$ cat config.mk
export PLATFORM = sky130hd
export DESIGN_NAME = clip_stack_rect_fill_unit_flat
export DESIGN_NICKNAME = d
export VERILOG_FILES = /design/src/rtl/csrf_pkg.sv /design/src/rtl/csrf_if.sv /design/src/rtl/csrf_front.sv /design/src/rtl/csrf_queue.sv /design/src/rtl/csrf_back.sv /design/src/rtl/clip_stack_rect_fill_unit.sv /design/src/flat_wrapper.sv
export SDC_FILE = /design/constraint.sdc
export NUM_CORES = 2
export LEC_CHECK = 0
export ABC_AREA = 1
export BUFFER_PORTS_ARGS = -buffer_cell sky130_fd_sc_hd__buf_2
export CELL_PAD_IN_SITES_DETAIL_PLACEMENT = 0
export CELL_PAD_IN_SITES_GLOBAL_PLACEMENT = 1
export CORE_MARGIN = 1
export CORE_UTILIZATION = 31
export DETAILED_ROUTE_END_ITERATION = 8
export MAX_ROUTING_LAYER = met4
export PLACE_DENSITY_LB_ADDON = 0.1
export SETUP_SLACK_MARGIN = 0.5
export SYNTH_ARGS = -nofsm -noshare
export SYNTH_HDL_FRONTEND = slang
export SYNTH_SLANG_ARGS = --single-unit
$ cat constraint.sdc
create_clock -name clk -period 11.9 [get_ports clk]
set_input_delay 0.595 -clock clk [delete_from_list [all_inputs] [get_ports clk]]
set_output_delay 0.595 -clock clk [all_outputs]
set_load 0.005 [all_outputs]
$ cat src/rtl/csrf_pkg.sv
package csrf_pkg;

	localparam int STACK_DEPTH_DEF = 16;
	localparam int QUEUE_DEPTH     = 4;

	localparam int CRD_W      = 16;
	localparam int COLOR_W    = 8;
	localparam int ADDR_W     = 25;
	localparam int LEVEL_W    = 5;
	localparam int FRAME_W    = 13;
	localparam int BASE_W     = 24;
	localparam int CFG_IDX_W  = 3;
	localparam int CFG_DATA_W = 24;
	localparam int PROD_W     = CRD_W + FRAME_W;

	localparam logic [FRAME_W-1:0] FRAME_WIDTH_RST  = 13'd320;
	localparam logic [FRAME_W-1:0] FRAME_HEIGHT_RST = 13'd240;
	localparam logic [FRAME_W-1:0] ROW_STRIDE_RST   = 13'd320;
	localparam logic [BASE_W-1:0]  BASE_ADDRESS_RST = 24'd0;

	typedef enum logic [1:0] {
		KIND_FILL = 2'd0,
		KIND_PUSH = 2'd1,
		KIND_POP  = 2'd2
	} kind_t;

	typedef enum logic [1:0] {
		ST_OK        = 2'd0,
		ST_OVERFLOW  = 2'd1,
		ST_UNDERFLOW = 2'd2,
		ST_OUTSIDE   = 2'd3
	} status_t;

	typedef enum logic [CFG_IDX_W-1:0] {
		REG_FRAME_WIDTH  = 3'd0,
		REG_FRAME_HEIGHT = 3'd1,
		REG_ROW_STRIDE   = 3'd2,
		REG_BASE_ADDRESS = 3'd3,
		REG_CLIP_EN      = 3'd4
	} reg_idx_t;

	typedef enum logic {
		OP_FILL = 1'b0,
		OP_PASS = 1'b1
	} op_t;

	typedef enum logic {
		FR_RUN    = 1'b0,
		FR_REFILL = 1'b1
	} front_state_t;

	typedef struct packed {
		logic signed [CRD_W-1:0] x;
		logic signed [CRD_W-1:0] y;
		logic signed [CRD_W-1:0] w;
		logic signed [CRD_W-1:0] h;
	} rect_t;

	typedef struct packed {
		logic [1:0]              kind;
		logic signed [CRD_W-1:0] pos_x;
		logic signed [CRD_W-1:0] pos_y;
		logic signed [CRD_W-1:0] rect_width;
		logic signed [CRD_W-1:0] rect_height;
		logic [COLOR_W-1:0]      fill_color;
	} cmd_t;

	typedef struct packed {
		logic                    write_enable;
		logic [ADDR_W-1:0]       start_address;
		logic signed [CRD_W-1:0] out_x;
		logic signed [CRD_W-1:0] out_y;
		logic signed [CRD_W-1:0] out_width;
		logic signed [CRD_W-1:0] out_height;
		logic [COLOR_W-1:0]      out_color;
		logic [1:0]              status;
		logic [LEVEL_W-1:0]      stack_level;
	} res_t;

	typedef struct packed {
		logic [FRAME_W-1:0] frame_width;
		logic [FRAME_W-1:0] frame_height;
		logic [FRAME_W-1:0] row_stride;
		logic [BASE_W-1:0]  base_address;
		logic               clip_en;
	} cfg_t;

	typedef struct packed {
		op_t                op;
		status_t            status;
		logic [LEVEL_W-1:0] level;
		rect_t              rect;
		rect_t              clip;
		logic [COLOR_W-1:0] color;
	} job_t;

endpackage

$ cat src/rtl/csrf_if.sv
interface csrf_cmd_if;
	logic              valid;
	logic              ready;
	csrf_pkg::cmd_t    data;
	modport source(output valid, output data, input ready);
	modport sink(input valid, input data, output ready);
endinterface

interface csrf_res_if;
	logic              valid;
	logic              ready;
	csrf_pkg::res_t    data;
	modport source(output valid, output data, input ready);
	modport sink(input valid, input data, output ready);
endinterface

$ cat src/rtl/csrf_front.sv
module csrf_front #(
	parameter int STACK_DEPTH = csrf_pkg::STACK_DEPTH_DEF
) (
	input  logic           clk,
	input  logic           arst_n,
	csrf_cmd_if.sink       cmd,
	input  csrf_pkg::cfg_t cfg,
	output logic           job_vld,
	output csrf_pkg::job_t job,
	input  logic           job_rdy
);
	import csrf_pkg::*;

	localparam int CNT_W = $clog2(STACK_DEPTH + 1);
	localparam int IDX_W = (STACK_DEPTH > 1) ? $clog2(STACK_DEPTH) : 1;

	front_state_t          state_q, state_d;
	logic [CNT_W-1:0]      count_q, count_d, cnt_m1, cnt_m2;
	logic [CNT_W+4:0]      level_ext;
	rect_t                 top_q, rd_q, cmd_rect;
	rect_t                 mem_q [STACK_DEPTH];
	logic                  accept, empty, full, has_below;
	logic                  push_ok, pop_ok;

	assign accept    = cmd.valid && cmd.ready;
	assign empty     = (count_q == '0);
	assign full      = (count_q == CNT_W'(STACK_DEPTH));
	assign has_below = ({1'b0, count_q} > (CNT_W+1)'(1));
	assign push_ok   = accept && (cmd.data.kind == KIND_PUSH) && !full;
	assign pop_ok    = accept && (cmd.data.kind == KIND_POP) && !empty;
	assign cnt_m1    = count_q - CNT_W'(1);
	assign cnt_m2    = count_q - CNT_W'(2);

	assign cmd_rect.x = cmd.data.pos_x;
	assign cmd_rect.y = cmd.data.pos_y;
	assign cmd_rect.w = cmd.data.rect_width;
	assign cmd_rect.h = cmd.data.rect_height;

	always_comb begin
		count_d = count_q;
		if (push_ok) begin
			count_d = count_q + CNT_W'(1);
		end else if (pop_ok) begin
			count_d = cnt_m1;
		end
	end

	assign level_ext = (CNT_W+5)'(count_d);

	// next state
	always_comb begin
		state_d = state_q;
		case (state_q)
			FR_RUN: begin
				if (pop_ok && has_below) begin
					state_d = FR_REFILL;
				end
			end
			FR_REFILL: state_d = FR_RUN;
			default:   state_d = FR_RUN;
		endcase
	end

	// outputs
	always_comb begin
		cmd.ready = (state_q == FR_RUN) && job_rdy;
		job_vld   = accept;
		job.op     = OP_PASS;
		job.status = ST_OK;
		job.level  = level_ext[LEVEL_W-1:0];
		job.rect   = '0;
		job.clip   = top_q;
		job.color  = '0;
		case (cmd.data.kind)
			KIND_FILL: begin
				job.op    = OP_FILL;
				job.rect  = cmd_rect;
				job.color = cmd.data.fill_color;
				if (empty) begin
					job.clip.x = '0;
					job.clip.y = '0;
					job.clip.w = CRD_W'(cfg.frame_width);
					job.clip.h = CRD_W'(cfg.frame_height);
				end
			end
			KIND_PUSH: begin
				if (full) begin
					job.status = ST_OVERFLOW;
				end
			end
			KIND_POP: begin
				if (empty) begin
					job.status = ST_UNDERFLOW;
				end else begin
					job.rect = top_q;
				end
			end
			default: job.op = OP_PASS;
		endcase
	end

	always_ff @(posedge clk or negedge arst_n) begin
		if (!arst_n) begin
			state_q <= FR_RUN;
			count_q <= '0;
		end else begin
			state_q <= state_d;
			count_q <= count_d;
		end
	end

	// top of stack in flops, the rest in memory
	always_ff @(posedge clk) begin
		if (push_ok) begin
			top_q <= cmd_rect;
		end else if (state_q == FR_REFILL) begin
			top_q <= rd_q;
		end
	end

	always_ff @(posedge clk) begin
		if (push_ok && !empty) begin
			mem_q[cnt_m1[IDX_W-1:0]] <= top_q;
		end
		if (pop_ok) begin
			rd_q <= mem_q[cnt_m2[IDX_W-1:0]];
		end
	end

endmodule

$ cat src/rtl/csrf_queue.sv
module csrf_queue #(
	parameter int DEPTH = csrf_pkg::QUEUE_DEPTH
) (
	input  logic           clk,
	input  logic           arst_n,
	input  logic           in_vld,
	input  csrf_pkg::job_t in_data,
	output logic           in_rdy,
	output logic           out_vld,
	output csrf_pkg::job_t out_data,
	input  logic           out_rdy
);
	import csrf_pkg::*;

	localparam int PTR_W = (DEPTH > 1) ? $clog2(DEPTH) : 1;
	localparam int CNT_W = $clog2(DEPTH + 1);

	job_t             buf_q [DEPTH];
	logic [PTR_W-1:0] wr_ptr_q, rd_ptr_q;
	logic [CNT_W-1:0] fill_q;
	logic             wr, rd;

	assign in_rdy   = (fill_q != CNT_W'(DEPTH));
	assign out_vld  = (fill_q != '0);
	assign out_data = buf_q[rd_ptr_q];
	assign wr       = in_vld && in_rdy;
	assign rd       = out_vld && out_rdy;

	function automatic logic [PTR_W-1:0] ptr_inc(input logic [PTR_W-1:0] p);
		ptr_inc = (p == PTR_W'(DEPTH - 1)) ? '0 : p + PTR_W'(1);
	endfunction

	always_ff @(posedge clk or negedge arst_n) begin
		if (!arst_n) begin
			wr_ptr_q <= '0;
			rd_ptr_q <= '0;
			fill_q   <= '0;
		end else begin
			if (wr) begin
				wr_ptr_q <= ptr_inc(wr_ptr_q);
			end
			if (rd) begin
				rd_ptr_q <= ptr_inc(rd_ptr_q);
			end
			if (wr && !rd) begin
				fill_q <= fill_q + CNT_W'(1);
			end else if (rd && !wr) begin
				fill_q <= fill_q - CNT_W'(1);
			end
		end
	end

	always_ff @(posedge clk) begin
		if (wr) begin
			buf_q[wr_ptr_q] <= in_data;
		end
	end

endmodule

$ cat src/rtl/csrf_back.sv
module csrf_back (
	input  logic           clk,
	input  logic           arst_n,
	input  logic           job_vld,
	input  csrf_pkg::job_t job,
	output logic           job_rdy,
	input  csrf_pkg::cfg_t cfg,
	csrf_res_if.source     res
);
	import csrf_pkg::*;

	localparam int SUM_W = CRD_W + 1;
	localparam int DIF_W = CRD_W + 2;
	localparam int END_W = CRD_W + 3;

	logic                    en;
	logic                    res_vld_q;
	res_t                    res_q;

	// stage 1: intersection
	logic                    vld_s1, fill_s1;
	status_t                 status_s1;
	logic [LEVEL_W-1:0]      level_s1;
	logic [COLOR_W-1:0]      color_s1;
	logic signed [CRD_W-1:0] x0_s1, y0_s1;
	logic signed [DIF_W-1:0] w_s1, h_s1;

	logic signed [SUM_W-1:0] ax1, ay1, cx1, cy1, x1, y1;
	logic signed [CRD_W-1:0] x0, y0;
	logic signed [DIF_W-1:0] wd, hd;

	// stage 2: frame check and row multiply
	logic                    vld_s2, we_s2;
	status_t                 status_s2;
	logic [LEVEL_W-1:0]      level_s2;
	logic [COLOR_W-1:0]      color_s2;
	rect_t                   reg_s2;
	logic [PROD_W-1:0]       prod_s2;

	logic                    nonempty, outside;
	logic signed [END_W-1:0] xe, ye;
	logic [ADDR_W-1:0]       addr;
	rect_t                   reg_d;
	logic                    we_d;
	status_t                 status_d;

	assign en      = !res_vld_q || res.ready;
	assign job_rdy = en;

	always_comb begin
		ax1 = SUM_W'(job.rect.x) + SUM_W'(job.rect.w);
		ay1 = SUM_W'(job.rect.y) + SUM_W'(job.rect.h);
		cx1 = SUM_W'(job.clip.x) + SUM_W'(job.clip.w);
		cy1 = SUM_W'(job.clip.y) + SUM_W'(job.clip.h);
		x0  = (job.rect.x > job.clip.x) ? job.rect.x : job.clip.x;
		y0  = (job.rect.y > job.clip.y) ? job.rect.y : job.clip.y;
		x1  = (ax1 < cx1) ? ax1 : cx1;
		y1  = (ay1 < cy1) ? ay1 : cy1;
		wd  = DIF_W'(x1) - DIF_W'(x0);
		hd  = DIF_W'(y1) - DIF_W'(y0);
		if (!(cfg.clip_en && (job.op == OP_FILL))) begin
			x0 = job.rect.x;
			y0 = job.rect.y;
			wd = DIF_W'(job.rect.w);
			hd = DIF_W'(job.rect.h);
		end
	end

	always_ff @(posedge clk or negedge arst_n) begin
		if (!arst_n) begin
			vld_s1    <= 1'b0;
			vld_s2    <= 1'b0;
			res_vld_q <= 1'b0;
		end else if (en) begin
			vld_s1    <= job_vld;
			vld_s2    <= vld_s1;
			res_vld_q <= vld_s2;
		end
	end

	always_ff @(posedge clk) begin
		if (en) begin
			fill_s1   <= (job.op == OP_FILL);
			status_s1 <= job.status;
			level_s1  <= job.level;
			color_s1  <= job.color;
			x0_s1     <= x0;
			y0_s1     <= y0;
			w_s1      <= wd;
			h_s1      <= hd;
		end
	end

	always_comb begin
		nonempty = (w_s1 > DIF_W'(0)) && (h_s1 > DIF_W'(0));
		xe       = END_W'(x0_s1) + END_W'(w_s1);
		ye       = END_W'(y0_s1) + END_W'(h_s1);
		outside  = x0_s1[CRD_W-1] || y0_s1[CRD_W-1] ||
			(xe > $signed(END_W'(cfg.frame_width))) ||
			(ye > $signed(END_W'(cfg.frame_height)));
		reg_d.x  = x0_s1;
		reg_d.y  = y0_s1;
		reg_d.w  = w_s1[CRD_W-1:0];
		reg_d.h  = h_s1[CRD_W-1:0];
		we_d     = 1'b0;
		status_d = status_s1;
		if (fill_s1) begin
			if (nonempty) begin
				we_d     = !outside;
				status_d = outside ? ST_OUTSIDE : ST_OK;
			end else begin
				reg_d    = '0;
				status_d = ST_OK;
			end
		end
	end

	always_ff @(posedge clk) begin
		if (en) begin
			level_s2  <= level_s1;
			color_s2  <= fill_s1 ? color_s1 : '0;
			prod_s2   <= PROD_W'(y0_s1[CRD_W-1:0]) * PROD_W'(cfg.row_stride);
			reg_s2    <= reg_d;
			we_s2     <= we_d;
			status_s2 <= status_d;
		end
	end

	assign addr = ADDR_W'(cfg.base_address) + prod_s2[ADDR_W-1:0] +
		ADDR_W'(reg_s2.x[CRD_W-1:0]);

	always_ff @(posedge clk) begin
		if (en) begin
			res_q.write_enable  <= we_s2;
			res_q.start_address <= we_s2 ? addr : '0;
			res_q.out_x         <= reg_s2.x;
			res_q.out_y         <= reg_s2.y;
			res_q.out_width     <= reg_s2.w;
			res_q.out_height    <= reg_s2.h;
			res_q.out_color     <= color_s2;
			res_q.status        <= status_s2;
			res_q.stack_level   <= level_s2;
		end
	end

	assign res.valid = res_vld_q;
	assign res.data  = res_q;

endmodule

$ cat src/rtl/clip_stack_rect_fill_unit.sv
// Clip stack and rectangle fill unit. Takes one request per cycle while the queue has room:
// fills, clip pushes and clip pops. The one exception is a pop that leaves at least one
// rectangle on the stack, which holds off the next request while the rectangle below the
// top comes out of the stack memory through its registered read port. A four-entry queue
// between the stack front end and the clipping back end lets the command side run ahead of
// a stalled result side. Registers are written through cfg_we/cfg_index/cfg_data; the user
// must write them only while the unit is idle, since the unit itself does not enforce it.
module clip_stack_rect_fill_unit #(
	parameter int STACK_DEPTH = csrf_pkg::STACK_DEPTH_DEF
) (
	input  logic                            clk,
	input  logic                            arst_n,
	input  logic                            cfg_we,
	input  logic [csrf_pkg::CFG_IDX_W-1:0]  cfg_index,
	input  logic [csrf_pkg::CFG_DATA_W-1:0] cfg_data,
	csrf_cmd_if.sink                        cmd,
	csrf_res_if.source                      res
);
	import csrf_pkg::*;

	cfg_t cfg_q;
	job_t front_job, back_job;
	logic front_vld, front_rdy, back_vld, back_rdy;

	always_ff @(posedge clk or negedge arst_n) begin
		if (!arst_n) begin
			cfg_q.frame_width  <= FRAME_WIDTH_RST;
			cfg_q.frame_height <= FRAME_HEIGHT_RST;
			cfg_q.row_stride   <= ROW_STRIDE_RST;
			cfg_q.base_address <= BASE_ADDRESS_RST;
			cfg_q.clip_en      <= 1'b1;
		end else if (cfg_we) begin
			case (cfg_index)
				REG_FRAME_WIDTH:  cfg_q.frame_width  <= cfg_data[FRAME_W-1:0];
				REG_FRAME_HEIGHT: cfg_q.frame_height <= cfg_data[FRAME_W-1:0];
				REG_ROW_STRIDE:   cfg_q.row_stride   <= cfg_data[FRAME_W-1:0];
				REG_BASE_ADDRESS: cfg_q.base_address <= cfg_data[BASE_W-1:0];
				REG_CLIP_EN:      cfg_q.clip_en      <= cfg_data[0];
				default:          cfg_q              <= cfg_q;
			endcase
		end
	end

	csrf_front #(
		.STACK_DEPTH(STACK_DEPTH)
	) u_front (
		.clk    (clk),
		.arst_n (arst_n),
		.cmd    (cmd),
		.cfg    (cfg_q),
		.job_vld(front_vld),
		.job    (front_job),
		.job_rdy(front_rdy)
	);

	csrf_queue #(
		.DEPTH(QUEUE_DEPTH)
	) u_queue (
		.clk     (clk),
		.arst_n  (arst_n),
		.in_vld  (front_vld),
		.in_data (front_job),
		.in_rdy  (front_rdy),
		.out_vld (back_vld),
		.out_data(back_job),
		.out_rdy (back_rdy)
	);

	csrf_back u_back (
		.clk    (clk),
		.arst_n (arst_n),
		.job_vld(back_vld),
		.job    (back_job),
		.job_rdy(back_rdy),
		.cfg    (cfg_q),
		.res    (res)
	);

endmodule

$ cat src/flat_wrapper.sv
// flat-port wrapper written by rule: the top's interface ports become plain ports
module clip_stack_rect_fill_unit_flat import csrf_pkg::*;
#(
	parameter int STACK_DEPTH = csrf_pkg::STACK_DEPTH_DEF
)
  (clk, arst_n, cfg_we, cfg_index, cfg_data, cmd_valid, cmd_data, cmd_ready, res_valid, res_data, res_ready);
  csrf_cmd_if cmd_i ();
  csrf_res_if res_i ();
  input  logic clk;
  input  logic arst_n;
  input  logic cfg_we;
  input  logic [csrf_pkg::CFG_IDX_W-1:0] cfg_index;
  input  logic [csrf_pkg::CFG_DATA_W-1:0] cfg_data;
  input wire logic [$bits(cmd_i.valid)-1:0] cmd_valid;
  input wire logic [$bits(cmd_i.data)-1:0] cmd_data;
  output wire logic [$bits(cmd_i.ready)-1:0] cmd_ready;
  output wire logic [$bits(res_i.valid)-1:0] res_valid;
  output wire logic [$bits(res_i.data)-1:0] res_data;
  input wire logic [$bits(res_i.ready)-1:0] res_ready;
  assign cmd_i.valid = cmd_valid;
  assign cmd_i.data = cmd_data;
  assign cmd_ready = cmd_i.ready;
  assign res_valid = res_i.valid;
  assign res_data = res_i.data;
  assign res_i.ready = res_ready;
  clip_stack_rect_fill_unit #(.STACK_DEPTH(STACK_DEPTH)) u_core (.clk(clk), .arst_n(arst_n), .cfg_we(cfg_we), .cfg_index(cfg_index), .cfg_data(cfg_data), .cmd(cmd_i), .res(res_i));
endmodule
; ---- Word level (Yosys, flattened, before mapping)
; Memories as Yosys holds them, arrays and structs flattened. A register that Yosys moved wholly into a read port is not among the register bits.
; Index checks and enable logic that the tools add are counted.
[word_totals]
n_memories = 2
output_inout_bits = 107
elab_cells = 155
input_bits = 106
ram_bits = 1600
regBits = 438
[classes]
order_cmp = 9
n_bitwise = 2
muxes = 35
mul = 1
n_eq_ne = 10
reduce_logical = 36
n_addsub = 17
[memory_table]
columns = memory, words, width, rd, rd_ports_with_merged_regs, wr, line_no
row1 = u_core.u_front.mem_q, 16, 64, 1, 1, 1, csrf_front.sv:21  ; rect_t mem_q [STACK_DEPTH];
row2 = u_core.u_queue.buf_q, 4, 144, 1, 0, 1, csrf_queue.sv:18  ; job_t buf_q [DEPTH];
[op_table]
columns = cell, n
row1 = 64-bit 2-to-1 mux, 6
row2 = 64-bit case mux with 2 select lines, 1
row3 = 72-bit 2-to-1 mux, 1
row4 = 16-bit by 16-bit adder with 17-bit output, 4
row5 = 16-bit 2-to-1 mux, 4
row6 = 16-bit by 18-bit adder with 19-bit output, 2
row7 = 19-bit by 14-bit > comparator with 1-bit output, 2
row8 = 18-bit by 1-bit > comparator with 1-bit output (second input constant), 2
row9 = 18-bit 2-to-1 mux, 2
row10 = 17-bit by 16-bit subtractor with 18-bit output, 2
row11 = 17-bit < comparator, 2
row12 = 17-bit 2-to-1 mux, 2
row13 = 16-bit > comparator, 2
row14 = 24-bit by 25-bit adder with 25-bit output, 1
row15 = 25-bit by 16-bit adder with 25-bit output, 1
row16 = 16-bit by 13-bit multiplier with 25-bit output, 1
row17 = 1-bit logical AND, 14
row18 = 2-bit 2-to-1 mux, 6
row19 = 2-bit AND reduction, 6
row20 = 5-bit 2-to-1 mux, 2
row21 = 1-bit 2-to-1 mux, 7
row22 = 2-bit equality test (second input constant), 3
row23 = 3-bit by 2-bit equality test with 1-bit output (second input constant), 2
row24 = 1-bit zero test, 6
row25 = 22 further kinds, 29

; ---- Longest topological paths before layout
[depth]
depth_word = 8
ltp_mapped = 44
ltp_nobuf = 40

; ---- Cells and area by module
; From an unflattened synthesis, not the netlist that was laid out.
[hier_totals]
hier_cells = 9718
hier_area_um2 = 101982.8
[modules_own_cells]
columns = mod, cells_each, seq_area_each_um2, area_each_um2, instances
row1 = csrf_front, 4266, 34743.3, 48141.2, 1
row2 = csrf_back, 3425, 8903.5, 28192.0, 1
row3 = csrf_queue, 1738, 17471.8, 23097.2, 1
row4 = clip_stack_rect_fill_unit, 289, 1612.8, 2552.4, 1

; ---- Worst setup path before layout
; No wires, ideal clock.
[synth_path]
path_type = flip-flop to flip-flop
start = register u_core.u_queue.fill_q[1]
end = memory u_core.u_queue.buf_q[0][0] (netlist bit), enable pin
path_stages_with_launch = 5
period_less_slack_ns = 7.478
path_buffers = 0
path_slack_ns = 4.422
t_arrival_ns = 6.828
required_ns = 11.250
setup_ns = 0.650
cell_sequence = dfrtp_1 -> inv_1 -> a31oi_1 -> nand2_1 -> nor2_1
[synth_between]
elab_chain_len = 6
[synth_rtl]
columns = element, line_no
row1 = from (decl), csrf_queue.sv:20  ; logic [CNT_W-1:0] fill_q;
row2 = from (signal assigned), csrf_queue.sv:46  ; fill_q <= fill_q + CNT_W'(1);
row3 = from (signal assigned), csrf_queue.sv:48  ; fill_q <= fill_q - CNT_W'(1);
row4 = 3-bit != test, csrf_queue.sv:23  ; assign in_rdy = (fill_q != CNT_W'(DEPTH));
row5 = 1-bit logical AND, csrf_front.sv:66  ; cmd.ready = (state_q == FR_RUN) && job_rdy;
row6 = via cmd_ready, flat_wrapper.sv:16  ; output wire logic [$bits(cmd_i.ready)-1:0] cmd_ready;
row7 = 1-bit logical AND, csrf_front.sv:25  ; assign accept = cmd.valid && cmd.ready;
row8 = 1-bit logical AND, csrf_queue.sv:26  ; assign wr = in_vld && in_rdy;
row9 = 1-bit 2-to-1 mux, csrf_queue.sv:54  ; if (wr) begin
row10 = 1-bit 2-to-1 mux (implied by the code), csrf_queue.sv:55  ; buf_q[wr_ptr_q] <= in_data;
row11 = to (decl), csrf_queue.sv:18
; The timed path passes the listed nets, and every way through them passes these cells.

; ---- Worst setup path after layout
[layout_path]
start = register u_core.u_queue.rd_ptr_q[0]
end = register u_core.u_back.h_s1[12], data pin
[layout_between]
elab_chain_len = 6
elab_cells_between_ends = 11
cone_classes = add/sub: 3 / order compare: 2 / mux: 3 / bitwise: 1 / reduce/logical: 1 / memory: 1
[layout_rtl]
columns = element, line_no
row1 = from (decl), csrf_queue.sv:19  ; logic [PTR_W-1:0] wr_ptr_q, rd_ptr_q;
row2 = from (signal assigned), csrf_queue.sv:43  ; rd_ptr_q <= ptr_inc(rd_ptr_q);
row3 = memory 4 x 144 bit *, n/a
row4 = 16-bit by 16-bit adder with 17-bit output (on tied branches), "csrf_back.sv:52, csrf_back.sv:54"
row5 = 17-bit < comparator, csrf_back.sv:58  ; y1 = (ay1 < cy1) ? ay1 : cy1;
row6 = 17-bit 2-to-1 mux, csrf_back.sv:58
row7 = 17-bit by 16-bit subtractor with 18-bit output, csrf_back.sv:60  ; hd = DIF_W'(y1) - DIF_W'(y0);
row8 = 18-bit 2-to-1 mux *, csrf_back.sv:61  ; if (!(cfg.clip_en && (job.op == OP_FILL))) begin
row9 = via u_core.u_back.hd[12], csrf_back.sv:30  ; logic signed [DIF_W-1:0] wd, hd;
row10 = to (signal assigned), csrf_back.sv:90  ; h_s1 <= hd;
row11 = to (decl), csrf_back.sv:26  ; logic signed [DIF_W-1:0] w_s1, h_s1;
; The timed path passes the listed nets; every way through them passes the cells marked *.
; A chain may end at the register's enable or synchronous reset.

==> flow_summary.toml <==
[routing]
dr.pass1.iters = 6
drt_iter0_markers = 4669
antenna_left = 0
wl_per_cell_um = 24.6
viasPerCell = 4.98
drc_errors = 0
vias = 64400
drt-total-wl_mm = 318

[logic_synthesis]
synth_async_sr_flop_share = 0.0381
synth.distinct_cells = 57
synthCells = 8435
yosys_warnings = 0
synth-seq-area-share = 0.642
synth_ff_type = "edfxtp_1"
syn-cell-area_um2 = 97700
synth_edf_count = 2022
synth_seq_cells = 2102
synth.avg_cell_area_um2 = 11.6
syn_nets = 9043

[layout]
nets = 9197
n_fill_cell = 30700
fin_util = 0.356
drive_gt1_frac = 0.0870
area_growth_pct = 13.8
final_cells = 12900

[cts]
clkSinkCount = 2102
tritoncts = "yes"
clock_latency_ns = 0.92
numCtsBuffers = 235
clockRootBuffer = "clkbuf_16"
clkTransAtPathRegs_ns = 0.06
clockBufferDepth = 4
post_cts_buffers = 0
cts-htree-levels = 4

[setup_path]
r2r-start = "u_core.u_queue.rd_ptr_q[0]$_DFFE_PN0P_"
crit_slowest_cell = "dfrtp_4"
arrival_ns = 8.92
critPathTopFamily = "compound AO/OA/AOI/OAI gates"
worstPathRequired_ns = 12.53
end_kind = "flip-flop"
worst_r2r_path_depth = 34
path_max_fanout = 71
crit_type = "reg2reg"
rrSetupSlack_ns = 3.61
startpoint_type = "flip-flop"
cpPeakStageDelay_ns = 0.85
timing.rr.end = "u_core.u_back.h_s1[12]$_DFFE_PN_"
cp_num_buf_inv = 4

[sta]
fin_tns_setup_ns = 0
tightest_slew_ns = 1.31
fmax_mhz = 121
fin_skew_ns = 0.0703
setup_viol = 0
rsz0062_at_grt = "no"
finalCritPeriodShare = 0.696
min_period_ns = 8.29
worst_slack_ns = 3.61
finalMaxSlewViolations = 0
hold_violations = 0
max_slew_margin = 0.118

[job]
cap_violations = 0

[placed_design]
gp_congestion = 0.840
place_hpwl_mm = 206
pre_cts_ws_ns = 3.58
dp.cells = 12500
numPortBuffers = 212

[global_routing]
grt_max_degree = 149
antenna_found_initial = 20
track_usage = 0.202
globalRouteOverflowTotal = 0
grt_pass1_vias = 64300
grt_first_pass_wirelength_mm = 458

[floorplanning]
ioPinCount = 213
die_w_um = 563
die-height_um = 563
die_area_um2 = 317000
initial_core_util = 0.312
rows = 205
core-area_um2 = 313000

[run_status]
status = "finished clean"

[hold_path]
hp-start = "cmd_data[50]"
hold_path.class = "in2reg"
min_to = "u_core.u_front.top_q[42]$_DFFE_PP_"
whs_path_depth = 3
-- tightest hold or removal path: stages --
cell and delay, ns:
buf_2 0.08, inv_1 0.06, o21ai_0 0.15
-- state kept, by name, summed over array words and instances (netlist names), 18 cells and up --
register / flops
u_core.u_back.h_s1: 18
u_core.u_front.mem_q: 1024
u_core.u_front.rd_q: 64
u_core.u_back.w_s1: 18
u_core.u_back.res.data: 105
u_core.u_queue.buf_q: 576
u_core.cfg_q: 64
u_core.u_back.reg_s2: 64
u_core.u_back.prod_s2: 25
u_core.u_front.top_q: 64
-- cell families after synthesis --
family	count (synthesis)	share of synthesized area
AOI/OAI and AO/OA	1856	0.111
DFF	2102	0.642
xor gates and xnor gates	128	0.0116
and+or+nand+nor	2622	0.108
adders and majority gates	502	0.0777
buffers and inverters	1214	0.0475
muxes	11	0.00127
-- cell usage after synthesis, types with 6 or more instances --
cell / instances / share of area
nor3_1: 28 / 0.0014
a21oi_1: 263 / 0.013
a21boi_0: 13 / 0.0010
o22ai_1: 143 / 0.0092
a32oi_1: 49 / 0.0044
mux2_2: 11 / 0.0013
o32ai_1: 27 / 0.0024
xnor2_1: 49 / 0.0044
xor2_1: 78 / 0.0070
or2_1: 10 / 0.00064
inv_1: 774 / 0.030
nor2_1: 940 / 0.036
nand2_4: 6 / 0.00069
o21bai_1: 16 / 0.0012
nand4_1: 26 / 0.0017
buf_1: 28 / 0.0011
nand3_1: 330 / 0.017
o221ai_1: 207 / 0.019
nor4_1: 11 / 0.00070
nand3b_1: 7 / 0.00054
dfrtp_1: 71 / 0.018
clkbuf_1: 379 / 0.015
a211oi_1: 6 / 0.00046
edfxtp_1: 2022 / 0.62
ha_1: 327 / 0.042
o21ai_1: 6 / 0.00031
buf_2: 19 / 0.00097
buf_6: 7 / 0.00081
a21o_1: 14 / 0.0011
o21a_1: 8 / 0.00061
dfstp_2: 9 / 0.0024
or2_2: 14 / 0.00090
fa_1: 175 / 0.036
a31oi_1: 14 / 0.00090
nand3_2: 8 / 0.00082
o211ai_1: 51 / 0.0039
o21ai_0: 1019 / 0.052
nand2_1: 1231 / 0.047
-- worst max path at each step --
stage                     cells after the start                                   end                                   start  slack, ns
after global routing                         35      u_core.u_back.h_s1[12]$_DFFE_PN_  u_core.u_queue.rd_ptr_q[0]$_DFFE_PN0P_       2.83
after global placement                       35      u_core.u_back.h_s1[12]$_DFFE_PN_  u_core.u_queue.rd_ptr_q[0]$_DFFE_PN0P_       3.54
final                                        34      u_core.u_back.h_s1[12]$_DFFE_PN_  u_core.u_queue.rd_ptr_q[0]$_DFFE_PN0P_       3.61
after floorplan                               4  u_core.u_queue.buf_q[0][0]$_DFFE_PP_    u_core.u_queue.fill_q[1]$_DFFE_PN0P_       4.42
after detailed placement                     34      u_core.u_back.h_s1[12]$_DFFE_PN_  u_core.u_queue.rd_ptr_q[0]$_DFFE_PN0P_       3.58
after CTS                                    34      u_core.u_back.h_s1[12]$_DFFE_PN_  u_core.u_queue.rd_ptr_q[0]$_DFFE_PN0P_       3.54
-- through the flow --
stage          area (µm²)  hold WS, ns
4_1_cts            111000     0.000450
3_5_place_dp       103000        0.405
6_report           111000       0.0744
3_3_place_gp       103000        0.401
2_1_floorplan       97700        0.299
5_1_grt            111000       0.0441
-- placed cells by master, fill, tap and decap left out, types with 26 or more instances in the layout --
master     instances
o21ai_0         1012
nand3_1          330
fa_1             175
nand2_1         1229
xnor2_1           49
edfxtp_1        2022
o22ai_1          142
clkinv_2          48
o211ai_1          51
o221ai_1         207
clkbuf_1          46
inv_1            767
a32oi_1           49
xor2_1            78
buf_4            112
nor2_1           920
a21oi_1          262
ha_1             325
o32ai_1           27
clkinv_1          52
clkbuf_16        241
nand4_1           26
buf_2            211
dfrtp_1           67
-- per-layer routing --
layer	up-vias	GRT usage	routed length, µm
li1	30300	-	-
met4	0	0.0464	7520
met3	386	0.0209	11200
met1	32400	0.266	144000
met2	1295	0.337	155000
met5	-	-	0
-- repair_timing --
| action | 4_1_cts | 5_1_grt |
|---|---|---|
| gates resized for setup | 0 | 0 |
| endpoints found under the hold margin | 67 | 0 |
| hold buffers | 21 | 0 |
-- final cells by class --
type                    count  area, µm²  area share
inverters                 780       2970      0.0267
repair buffers            351       2250      0.0202
clock buffers             291       6260      0.0563
diodes                      8       20.0    0.000180
well taps                4140       5180      0.0466
multi-input cells        5119      30500       0.275
clock inverters           137       1230      0.0111
flip-flops and latches   2102      62700       0.564
Power is not shown: default switching activity piles up to over one toggle a cycle in this logic, so the estimate is an artifact.
